**src/hdl/shabc_pkg.sv**
```systemverilog
`timescale 1ns / 1ps
// ---------------------------------------------------------------------------
// shabc_pkg: SHA-256 block compression shared definitions
// Transfer types, command bundle, initial hash, round constants and the
// SHA-256 bit functions.
// ---------------------------------------------------------------------------
package shabc_pkg;

  localparam int unsigned WordW   = 32;
  localparam int unsigned HashN   = 8;
  localparam int unsigned SchedN  = 16;
  localparam int unsigned RoundN  = 64;
  localparam int unsigned WcntW   = 4;
  localparam int unsigned RcntW   = 6;
  localparam int unsigned OidxW   = 3;

  typedef logic [WordW-1:0] word_t;

  typedef struct packed {
    logic [31:0] msg_word;
    logic        restart;
    logic        last_block;
  } shabc_in_t;

  typedef struct packed {
    logic [31:0] digest_word;
    logic [2:0]  digest_index;
    logic        digest_last;
  } shabc_out_t;

  // Commands from the controller to the datapath
  typedef struct packed {
    logic             shift_word;  // push the accepted word into the schedule
    logic             reload_iv;   // restart: chaining hash back to the IV
    logic             load_vars;   // copy chaining hash into a..h
    logic             run_round;   // one compression round
    logic [RcntW-1:0] round;       // index of that round
    logic             fold_hash;   // add a..h into the chaining hash
    logic [OidxW-1:0] out_idx;     // digest word to present
  } shabc_cmd_t;

  localparam word_t INIT_HASH [HashN] = '{
    32'h6a09e667, 32'hbb67ae85, 32'h3c6ef372, 32'ha54ff53a,
    32'h510e527f, 32'h9b05688c, 32'h1f83d9ab, 32'h5be0cd19
  };

  localparam word_t ROUND_K [RoundN] = '{
    32'h428a2f98, 32'h71374491, 32'hb5c0fbcf, 32'he9b5dba5,
    32'h3956c25b, 32'h59f111f1, 32'h923f82a4, 32'hab1c5ed5,
    32'hd807aa98, 32'h12835b01, 32'h243185be, 32'h550c7dc3,
    32'h72be5d74, 32'h80deb1fe, 32'h9bdc06a7, 32'hc19bf174,
    32'he49b69c1, 32'hefbe4786, 32'h0fc19dc6, 32'h240ca1cc,
    32'h2de92c6f, 32'h4a7484aa, 32'h5cb0a9dc, 32'h76f988da,
    32'h983e5152, 32'ha831c66d, 32'hb00327c8, 32'hbf597fc7,
    32'hc6e00bf3, 32'hd5a79147, 32'h06ca6351, 32'h14292967,
    32'h27b70a85, 32'h2e1b2138, 32'h4d2c6dfc, 32'h53380d13,
    32'h650a7354, 32'h766a0abb, 32'h81c2c92e, 32'h92722c85,
    32'ha2bfe8a1, 32'ha81a664b, 32'hc24b8b70, 32'hc76c51a3,
    32'hd192e819, 32'hd6990624, 32'hf40e3585, 32'h106aa070,
    32'h19a4c116, 32'h1e376c08, 32'h2748774c, 32'h34b0bcb5,
    32'h391c0cb3, 32'h4ed8aa4a, 32'h5b9cca4f, 32'h682e6ff3,
    32'h748f82ee, 32'h78a5636f, 32'h84c87814, 32'h8cc70208,
    32'h90befffa, 32'ha4506ceb, 32'hbef9a3f7, 32'hc67178f2
  };

  function automatic word_t rotr(input word_t x, input int unsigned n);
    return (x >> n) | (x << (WordW - n));
  endfunction

  function automatic word_t big_sigma0(input word_t x);
    return rotr(x, 2) ^ rotr(x, 13) ^ rotr(x, 22);
  endfunction

  function automatic word_t big_sigma1(input word_t x);
    return rotr(x, 6) ^ rotr(x, 11) ^ rotr(x, 25);
  endfunction

  function automatic word_t small_sigma0(input word_t x);
    return rotr(x, 7) ^ rotr(x, 18) ^ (x >> 3);
  endfunction

  function automatic word_t small_sigma1(input word_t x);
    return rotr(x, 17) ^ rotr(x, 19) ^ (x >> 10);
  endfunction

endpackage

```
**src/hdl/sha256_block_compress.sv**
```systemverilog
`timescale 1ns / 1ps
// ---------------------------------------------------------------------------
// sha256_block_compress: SHA-256 block compression
// Takes big-endian packed message words, compresses each 16-word block and
// streams out the eight-word digest after a block flagged as last.
// ---------------------------------------------------------------------------
// The sixteenth word of a block starts the compression: 64 rounds at one round
// per cycle through a single round unit, then a fold that adds a..h into the
// chaining hash, during which the input is stalled. If the sixteenth word
// carried last_block, the eight digest words (H0 first, digest_last on the
// eighth) follow as eight transfers, and the input stays stalled until the
// last of them is taken. restart on a word reloads the standard initial hash
// and makes that word the first of a fresh block, dropping any partial
// block; without it the chain continues from the previous block. last_block
// is looked at only on the sixteenth word of a block. There is no clearing
// pass after reset.
// ---------------------------------------------------------------------------
module sha256_block_compress (
  input  logic                   clk_i,
  input  logic                   rst_ni,
  input  logic                   in_valid_i,
  output logic                   in_stall_o,
  input  shabc_pkg::shabc_in_t   in_data_i,
  output logic                   out_valid_o,
  input  logic                   out_stall_i,
  output shabc_pkg::shabc_out_t  out_data_o
);

  shabc_pkg::shabc_cmd_t cmd;
  shabc_pkg::word_t      digest_word;
  logic                  digest_last;

  // Sequencer: word and round counts, output walk
  shabc_ctrl u_ctrl (
    .clk_i        (clk_i),
    .rst_ni       (rst_ni),
    .in_valid_i   (in_valid_i),
    .in_restart_i (in_data_i.restart),
    .in_last_i    (in_data_i.last_block),
    .in_stall_o   (in_stall_o),
    .out_valid_o  (out_valid_o),
    .out_stall_i  (out_stall_i),
    .out_last_o   (digest_last),
    .cmd_o        (cmd)
  );

  // Schedule, round unit and chaining hash
  shabc_dpath u_dpath (
    .clk_i         (clk_i),
    .rst_ni        (rst_ni),
    .cmd_i         (cmd),
    .msg_word_i    (in_data_i.msg_word),
    .digest_word_o (digest_word)
  );

  // Digest words come straight from the hash registers, which hold still
  // while the output is stalled
  always_comb begin
    out_data_o              = '0;
    out_data_o.digest_word  = digest_word;
    out_data_o.digest_index = cmd.out_idx;
    out_data_o.digest_last  = digest_last;
  end

endmodule

```
**src/hdl/shabc_ctrl.sv**
```systemverilog
`timescale 1ns / 1ps
// ---------------------------------------------------------------------------
// shabc_ctrl: SHA-256 compression sequencer
// Counts message words and rounds, and walks the digest words out.
// ---------------------------------------------------------------------------
module shabc_ctrl (
  input  logic                  clk_i,
  input  logic                  rst_ni,
  input  logic                  in_valid_i,
  input  logic                  in_restart_i,
  input  logic                  in_last_i,
  output logic                  in_stall_o,
  output logic                  out_valid_o,
  input  logic                  out_stall_i,
  output logic                  out_last_o,
  output shabc_pkg::shabc_cmd_t cmd_o
);

  typedef enum logic [3:0] {
    ST_IDLE  = 4'b0001,
    ST_ROUND = 4'b0010,
    ST_FINAL = 4'b0100,
    ST_EMIT  = 4'b1000
  } state_e;

  localparam logic [shabc_pkg::WcntW-1:0] WcntLast = shabc_pkg::WcntW'(shabc_pkg::SchedN - 1);
  localparam logic [shabc_pkg::RcntW-1:0] RcntLast = shabc_pkg::RcntW'(shabc_pkg::RoundN - 1);
  localparam logic [shabc_pkg::OidxW-1:0] OidxLast = shabc_pkg::OidxW'(shabc_pkg::HashN - 1);

  state_e                        state_q, state_d;
  logic [shabc_pkg::WcntW-1:0]   wcnt_q, wcnt_d;
  logic [shabc_pkg::RcntW-1:0]   rcnt_q, rcnt_d;
  logic [shabc_pkg::OidxW-1:0]   oidx_q, oidx_d;
  logic                          last_q, last_d;
  logic                          in_xfer;
  logic                          out_xfer;
  logic                          block_full;

  assign in_stall_o  = (state_q != ST_IDLE);
  assign out_valid_o = (state_q == ST_EMIT);
  assign out_last_o  = (oidx_q == OidxLast);
  assign in_xfer     = in_valid_i && !in_stall_o;
  assign out_xfer    = out_valid_o && !out_stall_i;
  // the sixteenth word of a block; a restart always starts a fresh block
  assign block_full  = in_xfer && !in_restart_i && (wcnt_q == WcntLast);

  always_comb begin
    state_d = state_q;
    wcnt_d  = wcnt_q;
    rcnt_d  = rcnt_q;
    oidx_d  = oidx_q;
    last_d  = last_q;
    unique case (state_q)
      ST_IDLE: begin
        if (in_xfer) begin
          wcnt_d = in_restart_i ? shabc_pkg::WcntW'(1) : wcnt_q + shabc_pkg::WcntW'(1);
          last_d = in_last_i;
        end
        if (block_full) begin
          state_d = ST_ROUND;
          rcnt_d  = '0;
        end
      end
      ST_ROUND: begin
        rcnt_d = rcnt_q + shabc_pkg::RcntW'(1);
        if (rcnt_q == RcntLast) begin
          state_d = ST_FINAL;
        end
      end
      ST_FINAL: begin
        oidx_d  = '0;
        state_d = last_q ? ST_EMIT : ST_IDLE;
      end
      ST_EMIT: begin
        if (out_xfer) begin
          oidx_d = oidx_q + shabc_pkg::OidxW'(1);
          if (oidx_q == OidxLast) begin
            state_d = ST_IDLE;
          end
        end
      end
      default: state_d = ST_IDLE;
    endcase
  end

  always_ff @(posedge clk_i or negedge rst_ni) begin
    if (!rst_ni) begin
      state_q <= ST_IDLE;
      wcnt_q  <= '0;
      rcnt_q  <= '0;
      oidx_q  <= '0;
      last_q  <= 1'b0;
    end else begin
      state_q <= state_d;
      wcnt_q  <= wcnt_d;
      rcnt_q  <= rcnt_d;
      oidx_q  <= oidx_d;
      last_q  <= last_d;
    end
  end

  always_comb begin
    cmd_o            = '0;
    cmd_o.shift_word = in_xfer;
    cmd_o.reload_iv  = in_xfer && in_restart_i;
    cmd_o.load_vars  = block_full;
    cmd_o.run_round  = (state_q == ST_ROUND);
    cmd_o.round      = rcnt_q;
    cmd_o.fold_hash  = (state_q == ST_FINAL);
    cmd_o.out_idx    = oidx_q;
  end

  // Rounds always start with a complete block behind them
  assert property (@(posedge clk_i) disable iff (!rst_ni)
    (state_q == ST_ROUND) |-> (wcnt_q == '0))
    else $error("round running with a partial block");

  // The first round follows directly on the sixteenth word
  assert property (@(posedge clk_i) disable iff (!rst_ni)
    (state_q == ST_ROUND && rcnt_q == '0) |-> ($past(state_q) == ST_IDLE))
    else $error("round zero not entered from idle");

  // The fold happens only after all rounds
  assert property (@(posedge clk_i) disable iff (!rst_ni)
    (state_q == ST_FINAL) |-> ($past(state_q) == ST_ROUND && $past(rcnt_q) == RcntLast))
    else $error("hash fold before the last round");

  // The eighth digest transfer ends the output burst
  assert property (@(posedge clk_i) disable iff (!rst_ni)
    (out_xfer && out_last_o) |=> (state_q == ST_IDLE))
    else $error("digest burst did not end after the eighth word");

endmodule

```
**src/hdl/shabc_dpath.sv**
```systemverilog
`timescale 1ns / 1ps
// ---------------------------------------------------------------------------
// shabc_dpath: SHA-256 round datapath
// Message schedule shift line, working variables a..h and chaining hash.
// ---------------------------------------------------------------------------
module shabc_dpath (
  input  logic                  clk_i,
  input  logic                  rst_ni,
  input  shabc_pkg::shabc_cmd_t cmd_i,
  input  shabc_pkg::word_t      msg_word_i,
  output shabc_pkg::word_t      digest_word_o
);

  shabc_pkg::word_t sched_q [shabc_pkg::SchedN];
  shabc_pkg::word_t sched_d [shabc_pkg::SchedN];
  shabc_pkg::word_t vars_q  [shabc_pkg::HashN];
  shabc_pkg::word_t vars_d  [shabc_pkg::HashN];
  shabc_pkg::word_t hash_q  [shabc_pkg::HashN];
  shabc_pkg::word_t hash_d  [shabc_pkg::HashN];
  shabc_pkg::word_t w_next;
  shabc_pkg::word_t t1;
  shabc_pkg::word_t t2;
  shabc_pkg::word_t ch;
  shabc_pkg::word_t maj;

  // sched_q[0] holds W[t]; W[t+16] enters at the top
  assign w_next = shabc_pkg::small_sigma1(sched_q[14]) + sched_q[9]
                + shabc_pkg::small_sigma0(sched_q[1]) + sched_q[0];

  assign ch  = (vars_q[4] & vars_q[5]) ^ (~vars_q[4] & vars_q[6]);
  assign maj = (vars_q[0] & vars_q[1]) ^ (vars_q[0] & vars_q[2]) ^ (vars_q[1] & vars_q[2]);
  assign t1  = vars_q[7] + shabc_pkg::big_sigma1(vars_q[4]) + ch
             + shabc_pkg::ROUND_K[cmd_i.round] + sched_q[0];
  assign t2  = shabc_pkg::big_sigma0(vars_q[0]) + maj;

  always_comb begin
    for (int i = 0; i < shabc_pkg::SchedN; i++) begin
      sched_d[i] = sched_q[i];
    end
    if (cmd_i.shift_word || cmd_i.run_round) begin
      for (int i = 0; i < shabc_pkg::SchedN - 1; i++) begin
        sched_d[i] = sched_q[i+1];
      end
      sched_d[shabc_pkg::SchedN-1] = cmd_i.shift_word ? msg_word_i : w_next;
    end
  end

  always_comb begin
    for (int i = 0; i < shabc_pkg::HashN; i++) begin
      vars_d[i] = vars_q[i];
    end
    if (cmd_i.load_vars) begin
      for (int i = 0; i < shabc_pkg::HashN; i++) begin
        vars_d[i] = hash_q[i];
      end
    end else if (cmd_i.run_round) begin
      vars_d[7] = vars_q[6];
      vars_d[6] = vars_q[5];
      vars_d[5] = vars_q[4];
      vars_d[4] = vars_q[3] + t1;
      vars_d[3] = vars_q[2];
      vars_d[2] = vars_q[1];
      vars_d[1] = vars_q[0];
      vars_d[0] = t1 + t2;
    end
  end

  always_comb begin
    for (int i = 0; i < shabc_pkg::HashN; i++) begin
      if (cmd_i.reload_iv) begin
        hash_d[i] = shabc_pkg::INIT_HASH[i];
      end else if (cmd_i.fold_hash) begin
        hash_d[i] = hash_q[i] + vars_q[i];
      end else begin
        hash_d[i] = hash_q[i];
      end
    end
  end

  always_ff @(posedge clk_i) begin
    for (int i = 0; i < shabc_pkg::SchedN; i++) begin
      sched_q[i] <= sched_d[i];
    end
  end

  always_ff @(posedge clk_i or negedge rst_ni) begin
    if (!rst_ni) begin
      for (int i = 0; i < shabc_pkg::HashN; i++) begin
        hash_q[i] <= shabc_pkg::INIT_HASH[i];
        vars_q[i] <= '0;
      end
    end else begin
      for (int i = 0; i < shabc_pkg::HashN; i++) begin
        hash_q[i] <= hash_d[i];
        vars_q[i] <= vars_d[i];
      end
    end
  end

  assign digest_word_o = hash_q[cmd_i.out_idx];

endmodule
```
**config.mk**
```make
export PLATFORM = sky130hd
export DESIGN_NAME = sha256_block_compress
export DESIGN_NICKNAME = d
export VERILOG_FILES = /design/src/hdl/shabc_pkg.sv /design/src/hdl/sha256_block_compress.sv /design/src/hdl/shabc_ctrl.sv /design/src/hdl/shabc_dpath.sv
export SDC_FILE = /design/constraint.sdc
export NUM_CORES = 2
export LEC_CHECK = 0
export BUFFER_PORTS_ARGS = -buffer_cell sky130_fd_sc_hd__buf_4
export CAP_MARGIN = 20
export CELL_PAD_IN_SITES_DETAIL_PLACEMENT = 1
export CELL_PAD_IN_SITES_GLOBAL_PLACEMENT = 1
export CORE_ASPECT_RATIO = 1.4
export CORE_MARGIN = 3
export CORE_UTILIZATION = 35
export CTS_CLUSTER_DIAMETER = 40
export DETAILED_ROUTE_END_ITERATION = 10
export GPL_TIMING_DRIVEN = 0
export PLACE_DENSITY_LB_ADDON = 0.1
export SLEW_MARGIN = 25
export SYNTH_ARGS = -nofsm -noshare
export SYNTH_HDL_FRONTEND = slang
export SYNTH_SLANG_ARGS = --single-unit
```
**constraint.sdc**
```tcl
create_clock -name clk_i -period 15.8 [get_ports clk_i]
set_clock_uncertainty 0.05 [all_clocks]
set_input_delay 3.16 -clock clk_i [delete_from_list [all_inputs] [get_ports clk_i]]
set_output_delay 3.16 -clock clk_i [all_outputs]
set_load 0.05 [all_outputs]
```
==> qor.csv <==
stage,metric,value,unit
outcome,status,finished clean,
finish,finalCoreUtilization,41.3,%
grt,grt_max_degree,100,
hold_path,min_from,u_dpath.sched_q[1][229],
logic_synthesis,netlist_area,0.0656,mm^2
routing,viasPerCell,5.66,
clock_tree,ctsHoldBuffers,0,
timing,slew_headroom,24.7,%
logic_synthesis,async_flop_share,50.9,%
worst_setup_path,worst_setup_path_end_kind,flip-flop,
routing,routed_wl,294000,um
routing,final_antenna_net_count,0,
placed_design,dpl.cell_count,8789,
logic_synthesis,synth-edff-count,512,
routing,wire_per_inst,32.2,um
clock_tree,worstSkewPairLatency,850,ps
grt,globalRouteOverflowTotal,0,
timing,fmax,75.2,MHz
floorplan,fp.dieW,372,um
routing,drtIter0Drc,3104,
floorplan,initial_core_util,35.3,%
placed_design,place_hpwl,238000,um
clock_tree,cts.path.max_buffers,3,
clock_tree,postCtsSetupBuffers,0,
worst_setup_path,path_delay_family,compound AO/OA/AOI/OAI gates,
grt,grtUsageTotal,30.4,%
routing,wl_met1,103000,um
routing,wl_met2,155000,um
hold_path,whs_endpoint,u_dpath.sched_q[1][197],
worst_setup_path,r2r_start,u_ctrl.rcnt_q[0],
routing,routed-wl-met3,9260,um
timing,finalSetupViolations,0,
timing,tightest_slew,1130,ps
finish,nets,7139,
clock_tree,cts_tree,yes,
floorplan,core_area,0.186,mm^2
logic_synthesis,synth-seq-cells,1042,
worst_setup_path,critical-path-max-stage-delay,850,ps
clock_tree,cts_resized,0,
timing,final-hold-violation-count,0,
clock_tree,cts-root-buf,clkbuf_16,
worst_setup_path,reg2regPathDepth,35,
clock_tree,path_clk_slew,60,ps
logic_synthesis,synth_cells,6220,
worst_setup_path,start_kind,flip-flop,
placed_design,io_buffers,75,
finish,layout-drive-gt1-share,12.3,%
logic_synthesis,synth_warnings,0,
finish,area_growth,16.9,%
floorplan,fp.dieH,518,um
timing,fin_crit,13300,ps
hold_path,min_path_type,reg -> reg,
logic_synthesis,synth_top_area_cell,edfxtp_1,
worst_setup_path,reg2reg_slack,2500,ps
logic_synthesis,yosysTopAreaCellShare,23.4,%
placed_design,place.gp.congestion,0.998,
finish,design_area,0.0767,mm^2
logic_synthesis,synth_nets,6848,
routing,via_count,51639,
worst_setup_path,cp.required,16420,ps
hold_path,holdPathStages,0,
floorplan,io_pins,76,
routing,drc,0,
worst_setup_path,crit_arrival,13920,ps
clock_tree,cts_buffers,177,
grt,grt_pass1_wl,414000,um
clock_tree,clock-sinks,1042,
worst_setup_path,critPathMaxFanout,12,
routing,top_layer,met5,
timing,fin_crit_sh,84.2,%
worst_setup_path,slowest_stage,o21ai_0,
worst_setup_path,cp.buffers_inverters,4,
timing,slew_viol_final,0,
clock_tree,htree_levels,4,
floorplan,row_count,187,
logic_synthesis,synthTopCellsByArea,"edfxtp_1 (23%), dfrtp_1 (15%), ha_1 (7.5%)",
logic_synthesis,ys.flop_type,edfxtp_1,
placed_design,dpl-instance-area,0.0702,mm^2
logic_synthesis,syn_avg_cell_area,10.5,um^2
finish,final_cells,9126,
grt,antenna_found_initial,12,
logic_synthesis,ys_seq_area_share,43.9,%
worst_setup_path,r2r-end,u_dpath.vars_q[253],
finish,nFillCells,20359,
logic_synthesis,synth.distinct_cells,100,
routing,dr.pass1.iters,7,
floorplan,die_area,0.193,mm^2
grt,grt_pass1_vias,55955,
timing,setup_tns,0,ps
worst_setup_path,path_class,reg -> reg,
run,cap_violations,0,
timing,rsz0062_at_grt,false,
==> registers in the layout (all words and copies together), names as in the netlist <==
register and flops:
u_ctrl.oidx_q 3, u_ctrl.last_q 1, u_ctrl.wcnt_q 4, u_dpath.sched_q 512, u_dpath.vars_q 256, u_ctrl.state_q 4, u_ctrl.rcnt_q 6, u_dpath.hash_q 256
==> worst reg2reg max path, delay by kind of cell (launching register included) <==
kind | cells | cell delay, ps
AOI/OAI and AO/OA | 16 | 4660
adders and majority gates | 7 | 3150
buffers and inverters | 4 | 2270
and+or+nand+nor | 6 | 1760
DFF | 1 | 580
xor gates and xnor gates | 1 | 410
muxes | 1 | 260
==> worst max path at each step <==
| stage | from | endpoint | slack [ps] | cells past startpoint |
|---|---|---|---|---|
| 3_3_place_gp | in_valid_i | u_dpath.sched_q[0][34] | 1940 | 5 |
| 3_5_place_dp | u_ctrl.rcnt_q[0] | u_dpath.vars_q[253] | 2750 | 35 |
| 4_1_cts | u_ctrl.rcnt_q[0] | u_dpath.vars_q[253] | 2680 | 35 |
| 2_1_floorplan | in_valid_i | u_dpath.sched_q[0][0] | 5220 | 4 |
| 6_report | u_ctrl.rcnt_q[0] | u_dpath.vars_q[253] | 2500 | 35 |
| 5_1_grt | u_ctrl.rcnt_q[0] | u_dpath.vars_q[253] | 2290 | 35 |
==> Yosys cell counts (30+ instances only) <==
cell type and count:
ha_1 395, or3_1 31, a211oi_1 34, fa_1 195, a21oi_1 461, nor2_1 346
nor2b_1 47, o21ai_0 341, o21ai_1 47, o211ai_1 34, a22oi_1 250, nor3_1 74
o21a_1 48, edfxtp_1 512, mux2_2 59, nand2_1 767, and3_1 32, buf_1 36
inv_1 245, nand2b_1 51, dfstp_2 137, dfrtp_1 393, o21bai_1 38, clkbuf_1 261
o31ai_1 30, nand3_1 95, xnor2_1 394, a21o_1 193, mux4_2 70, xor2_1 178
a31oi_1 55
==> per-stage QoR <==
step           setup WS, ps  hold slack, ps
6_report               2500             347
5_1_grt                2290             352
4_1_cts                2680             329
3_5_place_dp           2750             355
3_3_place_gp           1940             350
2_1_floorplan          5220             350
==> routing by layer <==
metal / vias up / global-route usage, %
li1: 23113 / -
met1: 26605 / 31.1
met2: 1244 / 56.1
met3: 675 / 3.80
met4: 2 / 22.5
met5: - / 0
==> cells by family (layout without fill, tap and decap cells) <==
logic type	after synthesis	count (layout)	share of synthesized area, %
compound gates	1747	1747	17.3
xor+xnor	572	572	7.64
fa+ha+maj	616	616	13.9
buf+inv	557	1003	3.29
flops	1042	1042	43.9
mux	147	147	3.69
other cells	0	3	0
simple gates	1539	1539	10.3
==> layout by cell type, fill, tap and decap left out, drive strengths merged, types with 263 or more instances in the layout <==
cell,synthesis,layout
o21ai,388,388
edfxtp,512,512
dfrtp,393,393
a21oi,466,466
ha,395,395
nand2,768,768
clkbuf,265,501
xnor2,394,394
inv,246,263
nor2,346,346
==> cell type report <==
type / instances / area, um^2 / area share (%)
inverters: 250 / 938 / 1.22
repair buffers: 112 / 1370 / 1.79
multi-input cells: 4621 / 34700 / 45.3
plain buffers: 307 / 1310 / 1.71
well taps: 2457 / 3070 / 4.01
clock inverters: 98 / 1580 / 2.07
clock buffers: 236 / 4860 / 6.34
flip-flops and latches: 1042 / 28800 / 37.6
diodes: 3 / 7.51 / 0.00979
Power is not shown: default switching activity piles up to over one toggle a cycle in this logic, so the estimate is an artifact.
